===== src/hw/rtl/lmo_pkg.sv =====
// Shared types, widths, register indexes and reset values for the lane FIFO
// occupancy model. Used by every RTL file of the block but lmo_ram; depends on nothing.
package lmo_pkg;

    // Field widths fixed by the interface.
    localparam int COL_W      = 9;
    localparam int TIME_W     = 48;
    localparam int NRG_W      = 16;
    localparam int WORD_W     = 64;
    localparam int OUTC_W     = 2;
    localparam int LANE_OUT_W = 4;
    localparam int FILL_W     = 16;
    localparam int PERIOD_W   = 24;
    localparam int LCNT_W     = 5;

    // Configuration port.
    localparam int CFG_IDX_W  = 2;
    localparam int CFG_DATA_W = 24;

    localparam logic [CFG_IDX_W-1:0] REG_READ_PERIOD = 2'd0;
    localparam logic [CFG_IDX_W-1:0] REG_FILL_LIMIT  = 2'd1;
    localparam logic [CFG_IDX_W-1:0] REG_LANE_COUNT  = 2'd2;

    localparam logic [PERIOD_W-1:0] READ_PERIOD_RST = 24'd6400;
    localparam logic [FILL_W-1:0]   FILL_LIMIT_RST  = 16'd16;
    localparam logic [LCNT_W-1:0]   LANE_COUNT_RST  = 5'd1;

    // Parameter defaults and limits.
    localparam int MAX_LANES_DEF = 16;
    localparam int TIME_BITS_DEF = 48;
    localparam int LANE_MAX_W    = 6;
    localparam int QUEUE_DEPTH   = 2;

    typedef enum logic [OUTC_W-1:0] {
        OUT_STORED  = 2'd0,
        OUT_DROPPED = 2'd1,
        OUT_BELOW   = 2'd2
    } outcome_t;

    typedef enum logic [1:0] {
        FR_IDLE,
        FR_MOD,
        FR_PUSH
    } front_state_t;

    typedef enum logic [2:0] {
        BK_IDLE,
        BK_READ,
        BK_START,
        BK_DIV,
        BK_UPD,
        BK_OUT
    } back_state_t;

    // A classified request as it travels from the front end to the back end.
    typedef struct packed {
        logic                  below;
        logic [LANE_MAX_W-1:0] lane;
        logic [TIME_W-1:0]     hit_time;
        logic [WORD_W-1:0]     hit_word;
    } hit_cls_t;

endpackage


===== src/hw/rtl/lmo_ifs.sv =====


interface lmo_res_if;
    logic                           valid;
    logic                           ready;
    logic [lmo_pkg::OUTC_W-1:0]     outcome;
    logic [lmo_pkg::LANE_OUT_W-1:0] out_lane;
    logic [lmo_pkg::WORD_W-1:0]     out_word;
    logic [lmo_pkg::TIME_W-1:0]     out_time;
    logic [lmo_pkg::FILL_W-1:0]     lane_fill;

    modport source (
        output valid, outcome, out_lane, out_word, out_time, lane_fill,
        input  ready
    );
    modport sink (
        input  valid, outcome, out_lane, out_word, out_time, lane_fill,
        output ready
    );
endinterface


===== src/hw/rtl/lmo_ram.sv =====
// Generic single-write, single-read RAM with a registered read port.
// Depends on nothing.
module lmo_ram #(
    parameter int WIDTH = 8,
    parameter int DEPTH = 16
) (
    input  logic                                     clk,
    input  logic                                     we,
    input  logic [((DEPTH > 1) ? $clog2(DEPTH) : 1)-1:0] waddr,
    input  logic [WIDTH-1:0]                         wdata,
    input  logic                                     re,
    input  logic [((DEPTH > 1) ? $clog2(DEPTH) : 1)-1:0] raddr,
    output logic [WIDTH-1:0]                         rdata
);
    logic [WIDTH-1:0] mem_reg [DEPTH];
    logic [WIDTH-1:0] rdata_reg;

    always_ff @(posedge clk)
    begin
        if (we)
        begin
            mem_reg[waddr] <= wdata;
        end
        if (re)
        begin
            rdata_reg <= mem_reg[raddr];
        end
    end

    assign rdata = rdata_reg;
endmodule


===== src/hw/rtl/lmo_div.sv =====
// Radix-4 restoring divider: two quotient bits per cycle.
// Depends on lmo_pkg for the divisor width.
module lmo_div #(
    parameter int DW = 49
) (
    input  logic                          clk,
    input  logic                          rst_n,
    input  logic                          start,
    input  logic [DW-1:0]                 dividend,
    input  logic [lmo_pkg::PERIOD_W-1:0]  divisor,
    output logic                          done,
    output logic [DW-1:0]                 quotient,
    output logic [lmo_pkg::PERIOD_W-1:0]  remainder
);
    localparam int NDIG = (DW + 1) / 2;
    localparam int PW   = 2 * NDIG;
    localparam int CW   = $clog2(NDIG + 1);
    localparam int RW   = lmo_pkg::PERIOD_W;

    logic [PW-1:0]   num_reg, num_next;
    logic [PW-1:0]   quo_reg, quo_next;
    logic [RW-1:0]   rem_reg, rem_next;
    logic [RW-1:0]   d_reg, d_next;
    logic [RW+1:0]   d3_reg, d3_next;
    logic [CW-1:0]   cnt_reg, cnt_next;
    logic            busy_reg, busy_next;
    logic            done_reg, done_next;
    logic [RW+1:0]   x;
    logic [RW+1:0]   d1;
    logic [RW+1:0]   d2;
    logic [RW+1:0]   sub;
    logic [1:0]      digit;

    always_ff @(posedge clk or negedge rst_n)
    begin
        if (!rst_n)
        begin
            busy_reg <= 1'b0;
            done_reg <= 1'b0;
        end
        else
        begin
            busy_reg <= busy_next;
            done_reg <= done_next;
        end
    end

    always_ff @(posedge clk)
    begin
        num_reg <= num_next;
        quo_reg <= quo_next;
        rem_reg <= rem_next;
        d_reg   <= d_next;
        d3_reg  <= d3_next;
        cnt_reg <= cnt_next;
    end

    always_comb
    begin
        num_next  = num_reg;
        quo_next  = quo_reg;
        rem_next  = rem_reg;
        d_next    = d_reg;
        d3_next   = d3_reg;
        cnt_next  = cnt_reg;
        busy_next = busy_reg;
        done_next = 1'b0;
        x         = {rem_reg, num_reg[PW-1:PW-2]};
        d1        = {2'b00, d_reg};
        d2        = {1'b0, d_reg, 1'b0};
        sub       = '0;
        digit     = 2'd0;

        if (x >= d3_reg)
        begin
            digit = 2'd3;
            sub   = d3_reg;
        end
        else if (x >= d2)
        begin
            digit = 2'd2;
            sub   = d2;
        end
        else if (x >= d1)
        begin
            digit = 2'd1;
            sub   = d1;
        end

        if (start)
        begin
            num_next  = PW'(dividend);
            quo_next  = '0;
            rem_next  = '0;
            d_next    = divisor;
            d3_next   = {2'b00, divisor} + {1'b0, divisor, 1'b0};
            cnt_next  = CW'(NDIG);
            busy_next = 1'b1;
        end
        else if (busy_reg)
        begin
            rem_next = RW'(x - sub);
            num_next = {num_reg[PW-3:0], 2'b00};
            quo_next = {quo_reg[PW-3:0], digit};
            cnt_next = cnt_reg - CW'(1);
            if (cnt_reg == CW'(1))
            begin
                busy_next = 1'b0;
                done_next = 1'b1;
            end
        end
    end

    assign done      = done_reg;
    assign quotient  = quo_reg[DW-1:0];
    assign remainder = rem_reg;
endmodule


===== src/hw/rtl/lmo_back.sv =====
// Back end: per-lane leaky-bucket update and the result register.
// Depends on lmo_pkg, lmo_ifs, lmo_ram and lmo_div.
module lmo_back #(
    parameter int MAX_LANES = lmo_pkg::MAX_LANES_DEF,
    parameter int TIME_BITS = lmo_pkg::TIME_BITS_DEF
) (
    input  logic                          clk,
    input  logic                          rst_n,
    input  lmo_pkg::hit_cls_t             q_head,
    input  logic                          q_empty,
    output logic                          q_pop,
    input  logic [lmo_pkg::PERIOD_W-1:0]  period,
    input  logic [lmo_pkg::FILL_W-1:0]    fill_limit,
    lmo_res_if.source                     result
);
    localparam int TW = (TIME_BITS < lmo_pkg::TIME_W) ? TIME_BITS : lmo_pkg::TIME_W;
    localparam int LW = (MAX_LANES > 1) ? $clog2(MAX_LANES) : 1;
    localparam int FW = lmo_pkg::FILL_W;
    localparam int CRW = lmo_pkg::PERIOD_W;
    localparam int SW = FW + TW + CRW;

    lmo_pkg::back_state_t        state_reg, state_next;
    lmo_pkg::hit_cls_t           item_reg, item_next;
    logic [MAX_LANES-1:0]        lane_valid_reg, lane_valid_next;
    logic                        rd_valid_reg, rd_valid_next;
    logic [TW-1:0]               diff_reg, diff_next;
    logic [FW-1:0]               fill_old_reg, fill_old_next;
    logic [CRW-1:0]              credit_old_reg, credit_old_next;
    lmo_pkg::outcome_t           st_outcome_reg, st_outcome_next;
    logic [FW-1:0]               st_fill_reg, st_fill_next;

    logic                        out_valid_reg, out_valid_next;
    lmo_pkg::outcome_t           out_outcome_reg, out_outcome_next;
    logic [lmo_pkg::LANE_OUT_W-1:0] out_lane_reg, out_lane_next;
    logic [lmo_pkg::WORD_W-1:0]  out_word_reg, out_word_next;
    logic [lmo_pkg::TIME_W-1:0]  out_time_reg, out_time_next;
    logic [FW-1:0]               out_fill_reg, out_fill_next;

    logic                        ram_we;
    logic                        ram_re;
    logic [LW-1:0]               ram_raddr;
    logic [SW-1:0]               ram_wdata;
    logic [SW-1:0]               ram_rdata;
    logic [SW-1:0]               cur_entry;
    logic [TW-1:0]               cur_last;
    logic [TW-1:0]               t_cur;
    logic [LW-1:0]               item_lane;

    logic                        div_start;
    logic                        div_done;
    logic [TW:0]                 div_quo;
    logic [CRW-1:0]              div_rem;
    logic [TW:0]                 dividend;
    logic [FW-1:0]               drained;
    logic [FW-1:0]               fill_new;
    logic                        load_out;

    lmo_ram #(
        .WIDTH (SW),
        .DEPTH (MAX_LANES)
    ) u_lane_ram (
        .clk   (clk),
        .we    (ram_we),
        .waddr (item_lane),
        .wdata (ram_wdata),
        .re    (ram_re),
        .raddr (ram_raddr),
        .rdata (ram_rdata)
    );

    lmo_div #(
        .DW (TW + 1)
    ) u_div (
        .clk       (clk),
        .rst_n     (rst_n),
        .start     (div_start),
        .dividend  (dividend),
        .divisor   (period),
        .done      (div_done),
        .quotient  (div_quo),
        .remainder (div_rem)
    );

    always_ff @(posedge clk or negedge rst_n)
    begin
        if (!rst_n)
        begin
            state_reg      <= lmo_pkg::BK_IDLE;
            lane_valid_reg <= '0;
            out_valid_reg  <= 1'b0;
        end
        else
        begin
            state_reg      <= state_next;
            lane_valid_reg <= lane_valid_next;
            out_valid_reg  <= out_valid_next;
        end
    end

    always_ff @(posedge clk)
    begin
        item_reg        <= item_next;
        rd_valid_reg    <= rd_valid_next;
        diff_reg        <= diff_next;
        fill_old_reg    <= fill_old_next;
        credit_old_reg  <= credit_old_next;
        st_outcome_reg  <= st_outcome_next;
        st_fill_reg     <= st_fill_next;
        out_outcome_reg <= out_outcome_next;
        out_lane_reg    <= out_lane_next;
        out_word_reg    <= out_word_next;
        out_time_reg    <= out_time_next;
        out_fill_reg    <= out_fill_next;
    end

    assign item_lane = item_reg.lane[LW-1:0];
    assign ram_raddr = q_head.lane[LW-1:0];
    assign t_cur     = item_reg.hit_time[TW-1:0];
    // A lane that has never been written reads as all zero.
    assign cur_entry = rd_valid_reg ? ram_rdata : '0;
    assign cur_last  = cur_entry[CRW +: TW];
    assign dividend  = (TW + 1)'(diff_reg) + (TW + 1)'(credit_old_reg);
    assign ram_wdata = {fill_new, t_cur, div_rem};

    always_comb
    begin
        if ((|div_quo[TW:FW]) || (div_quo[FW-1:0] >= fill_old_reg))
        begin
            drained = '0;
        end
        else
        begin
            drained = fill_old_reg - div_quo[FW-1:0];
        end
        fill_new = (drained < fill_limit) ? drained + FW'(1) : drained;
    end

    assign load_out = (state_reg == lmo_pkg::BK_OUT) && (!out_valid_reg || result.ready);

    always_comb
    begin
        state_next      = state_reg;
        item_next       = item_reg;
        lane_valid_next = lane_valid_reg;
        rd_valid_next   = rd_valid_reg;
        diff_next       = diff_reg;
        fill_old_next   = fill_old_reg;
        credit_old_next = credit_old_reg;
        st_outcome_next = st_outcome_reg;
        st_fill_next    = st_fill_reg;
        q_pop           = 1'b0;
        ram_re          = 1'b0;
        ram_we          = 1'b0;
        div_start       = 1'b0;

        case (state_reg)
            lmo_pkg::BK_IDLE:
            begin
                if (!q_empty)
                begin
                    q_pop         = 1'b1;
                    item_next     = q_head;
                    ram_re        = 1'b1;
                    rd_valid_next = lane_valid_reg[ram_raddr];
                    if (q_head.below)
                    begin
                        st_outcome_next = lmo_pkg::OUT_BELOW;
                        st_fill_next    = '0;
                        state_next      = lmo_pkg::BK_OUT;
                    end
                    else
                    begin
                        state_next = lmo_pkg::BK_READ;
                    end
                end
            end
            lmo_pkg::BK_READ:
            begin
                // Time going backwards counts as no elapsed time.
                diff_next       = (t_cur >= cur_last) ? t_cur - cur_last : '0;
                fill_old_next   = cur_entry[CRW + TW +: FW];
                credit_old_next = cur_entry[CRW-1:0];
                state_next      = lmo_pkg::BK_START;
            end
            lmo_pkg::BK_START:
            begin
                div_start  = 1'b1;
                state_next = lmo_pkg::BK_DIV;
            end
            lmo_pkg::BK_DIV:
            begin
                if (div_done)
                begin
                    state_next = lmo_pkg::BK_UPD;
                end
            end
            lmo_pkg::BK_UPD:
            begin
                ram_we                     = 1'b1;
                lane_valid_next[item_lane] = 1'b1;
                st_fill_next               = fill_new;
                st_outcome_next = (drained < fill_limit) ? lmo_pkg::OUT_STORED
                                                         : lmo_pkg::OUT_DROPPED;
                state_next                 = lmo_pkg::BK_OUT;
            end
            lmo_pkg::BK_OUT:
            begin
                if (load_out)
                begin
                    state_next = lmo_pkg::BK_IDLE;
                end
            end
            default:
            begin
                state_next = lmo_pkg::BK_IDLE;
            end
        endcase
    end

    always_comb
    begin
        out_valid_next   = out_valid_reg && !result.ready;
        out_outcome_next = out_outcome_reg;
        out_lane_next    = out_lane_reg;
        out_word_next    = out_word_reg;
        out_time_next    = out_time_reg;
        out_fill_next    = out_fill_reg;
        if (load_out)
        begin
            out_valid_next   = 1'b1;
            out_outcome_next = st_outcome_reg;
            out_lane_next    = lmo_pkg::LANE_OUT_W'(item_reg.lane);
            out_word_next    = item_reg.hit_word;
            out_time_next    = item_reg.hit_time;
            out_fill_next    = st_fill_reg;
        end
    end

    assign result.valid     = out_valid_reg;
    assign result.outcome   = out_outcome_reg;
    assign result.out_lane  = out_lane_reg;
    assign result.out_word  = out_word_reg;
    assign result.out_time  = out_time_reg;
    assign result.lane_fill = out_fill_reg;
endmodule


===== src/flat_wrapper.sv =====
// flat-port wrapper written by rule: the top's interface ports become plain ports
module lmo_back_flat 
#(
    parameter int MAX_LANES = lmo_pkg::MAX_LANES_DEF,
    parameter int TIME_BITS = lmo_pkg::TIME_BITS_DEF
)
  (clk, rst_n, q_head, q_empty, q_pop, period, fill_limit, result_valid, result_outcome, result_out_lane, result_out_word, result_out_time, result_lane_fill, result_ready);
  lmo_res_if result_i ();
  input  logic clk;
  input  logic rst_n;
  input  lmo_pkg::hit_cls_t q_head;
  input  logic q_empty;
  output logic q_pop;
  input  logic [lmo_pkg::PERIOD_W-1:0] period;
  input  logic [lmo_pkg::FILL_W-1:0] fill_limit;
  output wire logic [$bits(result_i.valid)-1:0] result_valid;
  output wire logic [$bits(result_i.outcome)-1:0] result_outcome;
  output wire logic [$bits(result_i.out_lane)-1:0] result_out_lane;
  output wire logic [$bits(result_i.out_word)-1:0] result_out_word;
  output wire logic [$bits(result_i.out_time)-1:0] result_out_time;
  output wire logic [$bits(result_i.lane_fill)-1:0] result_lane_fill;
  input wire logic [$bits(result_i.ready)-1:0] result_ready;
  assign result_valid = result_i.valid;
  assign result_outcome = result_i.outcome;
  assign result_out_lane = result_i.out_lane;
  assign result_out_word = result_i.out_word;
  assign result_out_time = result_i.out_time;
  assign result_lane_fill = result_i.lane_fill;
  assign result_i.ready = result_ready;
  lmo_back #(.MAX_LANES(MAX_LANES), .TIME_BITS(TIME_BITS)) u_core (.clk(clk), .rst_n(rst_n), .q_head(q_head), .q_empty(q_empty), .q_pop(q_pop), .period(period), .fill_limit(fill_limit), .result(result_i));
endmodule

===== config.mk =====
export PLATFORM = sky130hd
export DESIGN_NAME = lmo_back_flat
export DESIGN_NICKNAME = d
export VERILOG_FILES = /design/src/hw/rtl/lmo_pkg.sv /design/src/hw/rtl/lmo_ifs.sv /design/src/hw/rtl/lmo_ram.sv /design/src/hw/rtl/lmo_div.sv /design/src/hw/rtl/lmo_back.sv /design/src/flat_wrapper.sv
export SDC_FILE = /design/constraint.sdc
export NUM_CORES = 2
export LEC_CHECK = 0
export BUFFER_PORTS_ARGS = -buffer_cell sky130_fd_sc_hd__buf_2
export CELL_PAD_IN_SITES_DETAIL_PLACEMENT = 1
export CELL_PAD_IN_SITES_GLOBAL_PLACEMENT = 2
export CORE_MARGIN = 2
export CORE_UTILIZATION = 53
export CTS_BUF_LIST = sky130_fd_sc_hd__clkbuf_4 sky130_fd_sc_hd__clkbuf_8
export DETAILED_ROUTE_END_ITERATION = 8
export HOLD_SLACK_MARGIN = 0.15
export PLACE_DENSITY_LB_ADDON = 0.1
export SLEW_MARGIN = 10
export SYNTH_ARGS = -nofsm -noshare
export SYNTH_HDL_FRONTEND = slang
export SYNTH_SLANG_ARGS = --single-unit

===== constraint.sdc =====
create_clock -name clk -period 84.9 [get_ports clk]
set_input_delay 16.98 -clock clk [delete_from_list [all_inputs] [get_ports clk]]
set_output_delay 16.98 -clock clk [all_outputs]
set_load 0.05 [all_outputs]

## Yosys cells after proc, flatten, opt, wreduce, memory -nomap -nowiden

Memory sizes are Yosys's and may differ from the RTL's. A register that Yosys moved wholly into a read port is not among the register bits.
Index checks and enable logic that the tools add are counted.

| cells by class | value |
|---|---|
| $lt $le $gt $ge | 9 |
| muxes and demuxes | 40 |
| reduce and logical (&&, ||, !) cells | 14 |
| bitwise logic cells | 2 |
| $add $sub $neg | 7 |
| equality and inequality tests | 10 |

Operators by type and width:

| cell | number |
|---|---|
| $mux W49 | 2 |
| $mux W24 | 3 |
| $mux W72 | 1 |
| $mux W16 | 4 |
| $add A48 B24 Y49 | 1 |
| $ge A48 B48 Y1 | 1 |
| $sub A48 B48 Y48 | 1 |
| $reduce_or A33 Y1 | 1 |
| $pmux W16 S2 | 1 |
| $add A24 B25 Y26 | 1 |
| $ge A26 B24 Y1 | 1 |
| $ge A26 B25 Y1 | 1 |
| $ge A26 B26 Y1 | 1 |
| $sub A24 B24 Y24 | 1 |
| $pmux W3 S6 | 1 |
| $mux W1 | 17 |
| $add A16 B1 Y16 const B | 1 |
| $ge A16 B16 Y1 | 1 |
| $lt A16 B16 Y1 | 1 |
| $or A16 B16 Y16 | 1 |
| $sub A16 B16 Y16 | 1 |
| $mux W3 | 4 |
| $lt A4 B5 Y1 const B | 2 |
| $mux W2 | 4 |
| 19 further kinds | 29 |

| storage, ports and cells | value |
|---|---|
| memories | 1 |
| memory bits (writable) | 1408 |
| input bits | 163 |
| output and inout port bits | 136 |
| register bits after elaboration | 557 |

Memory list:

| memory | words | bits a word | rd ports | clocked after Yosys merged registers in | write ports | RTL line | text |
|---|---|---|---|---|---|---|---|
| u_core.u_lane_ram.mem_reg | 16 | 88 | 1 | 1 | 1 | lmo_ram.sv:15 | `logic [WIDTH-1:0] mem_reg [DEPTH];` |

## Longest topological paths before layout

| logic depth | value |
|---|---|
| depth after elaboration | 6 |
| gate-level depth with buffers | 24 |
| gate-level depth less buffers | 23 |

## Modules after synthesis

Synthesis repeated with hierarchy kept, for this count alone.

| unflattened totals | value |
|---|---|
| cell total of the unflattened synthesis | 4779 |
| area, all modules | 84441.0 um^2 |

Modules (own cells, without submodules):

| module | area an instance (um^2) | sequential area each (um^2) | cells each | times used |
|---|---|---|---|---|
| lmo_ram | 55239.2 | 44923.1 | 2256 | 1 |
| lmo_back | 18457.7 | 11220.8 | 1495 | 1 |
| lmo_div | 10744.1 | 4574.4 | 1028 | 1 |

## Worst setup path before layout

OpenSTA, ideal clock, no wires.

| timing | value |
|---|---|
| path kind | input -> output |
| from | input port q_empty |
| to | output port q_pop |
| arrival | 37.560 ns |
| buffers on the path | 0 |
| slack | 30.360 ns |
| cell stages on the path | 1 |
| path through | nor4_1 |

| between the ends | value |
|---|---|
| cells in the longest elaborated chain, start to end | 2 |

Ends and longest elaborated chain:

| item | RTL line | text |
|---|---|---|
| from (decl) | flat_wrapper.sv:12 | `input logic q_empty;` |
| $mux W1 | lmo_back.sv:159 | `if (!q_empty)` |
| $mux W1 | lmo_back.sv:156 | `case (state_reg)` |
| to (decl) | flat_wrapper.sv:13 | `output logic q_pop;` |

Every way passes these cells.

## Worst setup path after layout

Ends and elaborated chain as after synthesis.

==> results.toml <==
[layout]
drive_gt1_frac = 0.263
area_delta_synth_final_pct = 12.8
largest_reg_flops = 1408
final_util = 0.601
layout.nets = 5522

[logic_synthesis]
netlist.area_leader.share = 0.696
synth-main-ff-cell = "edfxtp_1"
synthAdderAreaFrac = 0.0349
syn_area_um2 = 84200
ys_types = 88
synthTopCellsByArea = "edfxtp_1 70%, mux4_2 12%, ha_1 3.4%"
synth-xor-area-share = 0.0150
synth_area_per_cell_um2 = 18.3
synth_seq_cells = 2052
synth_top_family_by_area = "multiplexers"
synth_mux_area_frac = 0.127
synth_edf_count = 1951
yosysSeqAreaShare = 0.721
synthCells = 4593
yosys.area.top_type = "edfxtp_1"
yosysWarnings = 0
synthArstFlopShare = 0.0107
synthSimpleGateAreaFrac = 0.0461
syn_nets = 4988
synth_compound_area_frac = 0.0411

[die]
io_pins = 299
initial_core_util = 0.533
die_area_um2 = 162000
die_w_um = 403
die_y_um = 403
rows = 146
core_um2 = 158000

[worst_hold_path]
worstHoldPathType = "reg2reg"

[critical_path]
r2r-end = "u_core.u_lane_ram.mem_reg[10][87]"
crit_top_cell = "buf_2"
cp_slowest_stage_delay_ps = 330
r2r_cells = 22
crit_chain = "buf_2, nor4_2, buf_4, buf_2"
cp_data_required_time_ps = 67920
cp-end-kind = "output pin"
critical_path_class = "in2out"
slowest_stage = "buf_4"
arrival_ps = 17990
crit_path_end = "q_pop"
cp_max_fo = 3
critPathLaunchType = "input port"
r2r-start = "u_core.fill_old_reg[0]"
rrSetupSlack_ps = 77760
critPathLaunch = "q_empty"

[placement]
detailed_place_hpwl_um = 119000
gp_congestion = 0.807
io_buffer_count = 296

[clock_network]
h-tree-depth = 5
clk_pin_slew_ps = 60
root_buffer = "clkbuf_8"
clock_path_buffers = 4
post_cts_buffers = 0
postCtsHoldBufs = 0
cts_buffers = 344
cts.sinks = 2052
worstSkewPairLatency_ps = 1060
cts-resized-gates = 0
cts_tree = "done"

[sta]
worst_pin_slew_ps = 1260
hold_violations = 0
max_slew_margin = 0.157
timing.final.crit_share = 0.412
slew_viol_final = 0
setup_viol = 0
fmax_mhz = 28.6
skew_ps = 70.7
period_minus_slack_ps = 34970
rsz0062_at_grt = "no"
setup_tns_ps = 0
whs_ps = 413

[global_route]
grt_max_degree = 154
antenna_found_initial = 6
grt_pass1_wl_um = 306000
grt_pass1_vias = 47200
grt_overflow = 0
grtUsageTotal = 0.255

[drt]
drtAntennaViolNets = 0
detail_route.vias_per_cell = 6.00
dr.pass1.iters = 6
vias = 44700
wl_um = 203000
drc = 0
drt-wirelength-per-cell_um = 27.3
drt_iter0_markers = 4027

[run]
drv_cap = 0

[outcome]
status = "complete, no violations"

[power]
p_per_area_nw_per_um2 = 26.8
leakagePower_uw = 0.0331
ir_drop_mv = 0.0189
## cell type report
| cell class | instances | area [µm²] |
|---|---|---|
| clock buffer | 466 | 5740 |
| timing repair buffer | 374 | 2170 |
| sequential | 2052 | 60700 |
| clock inverter | 126 | 791 |
| inverter | 137 | 517 |
| fill | 13900 | 63000 |
| tap | 2072 | 2590 |
| multi-input combinational | 2218 | 22500 |
| antenna | 4 | 10.0 |
## power by group
group	total, µW	internal (µW)	leakage (µW)	switching (µW)
sequential	1250	1190	0.0186	62.7
combinational	448	188	0.0110	260
clock	849	463	0.00345	386
total	2550	1840	0.0331	708
## Yosys cell counts (all sizes together) (5+ instances only)
| cell | count |
|---|---|
| xnor2 | 86 |
| o31ai | 11 |
| o21bai | 12 |
| nor4 | 15 |
| xor2 | 58 |
| and3 | 19 |
| nand2 | 233 |
| a211o | 6 |
| o22ai | 9 |
| dfxtp | 79 |
| dfrtp | 22 |
| fa | 5 |
| o211ai | 16 |
| mux2i | 66 |
| nand4 | 37 |
| nand3 | 40 |
| nor3 | 49 |
| a211oi | 25 |
| and4 | 14 |
| or3 | 10 |
| edfxtp | 1951 |
| nor2b | 36 |
| mux4 | 445 |
| ha | 227 |
| o21a | 23 |
| o311ai | 22 |
| buf | 48 |
| a221o | 5 |
| nand2b | 24 |
| clkbuf | 138 |
| inv | 137 |
| a311oi | 6 |
| a2111oi | 5 |
| a21oi | 141 |
| o21ai | 134 |
| a21o | 67 |
| a21boi | 5 |
| nor2 | 210 |
| nor3b | 11 |
| or2 | 24 |
| o31a | 5 |
| a31oi | 9 |
| and2 | 58 |
## how the worst min path moves through the flow
stage	from	to	slack, ps	depth (start not counted)
floorplan	u_core.st_fill_reg[0]	u_core.result.lane_fill[0]	400	0
global placement	u_core.item_reg[46]	u_core.result.out_word[46]	400	0
detailed placement	u_core.st_fill_reg[9]	u_core.result.lane_fill[9]	410	0
CTS	u_core.item_reg[59]	u_core.result.out_word[59]	410	0
global route	u_core.item_reg[45]	u_core.result.out_word[45]	420	0
finish	u_core.item_reg[59]	u_core.result.out_word[59]	410	0
## critical path: cells and delay by family
kind	cells	cell delay [ps]
AND/OR/NAND/NOR	1	210
buffers and inverters	3	770
## kinds of logic after synthesis
| logic type | count (synthesis) |
|---|---|
| AOI/OAI and AO/OA | 534 |
| and+or+nand+nor | 794 |
| muxes | 514 |
| DFF | 2052 |
| xor gates and xnor gates | 144 |
| adders and majority gates | 232 |
| buffers and inverters | 323 |
## metrics by stage
stage | instances | worst slack, ps | total power, µW | cell area (µm²)
after detailed placement | 6853 | 49910 | 1720 | 88400
final | 7449 | 49930 | 2550 | 95000
after global placement | 6853 | 49950 | 1700 | 88400
after floorplan | 4593 | 30360 | 1580 | 84200
after CTS | 7445 | 49900 | 2570 | 95000
after global routing | 7447 | 49880 | 2670 | 95000
## layout by cell type (no fill, tap or decap), types with 133 or more instances in the layout
cell and n:
edfxtp_1 1951, mux4_2 445, clkbuf_8 358, buf_2 292
nand2_1 233, ha_1 227, nor2_1 196, a21oi_1 139
inv_1 136, o21ai_0 133
## metal layers
layer / track usage / vias up / part of all wire
met1: 0.367 / 23400 / 0.44
li1: - / 19500 / -
met4: 0.0712 / 2 / 0.021
met5: 0 / - / 0.000064
met2: 0.408 / 1482 / 0.48
met3: 0.0402 / 334 / 0.057
(Power assumes the default switching activity.)
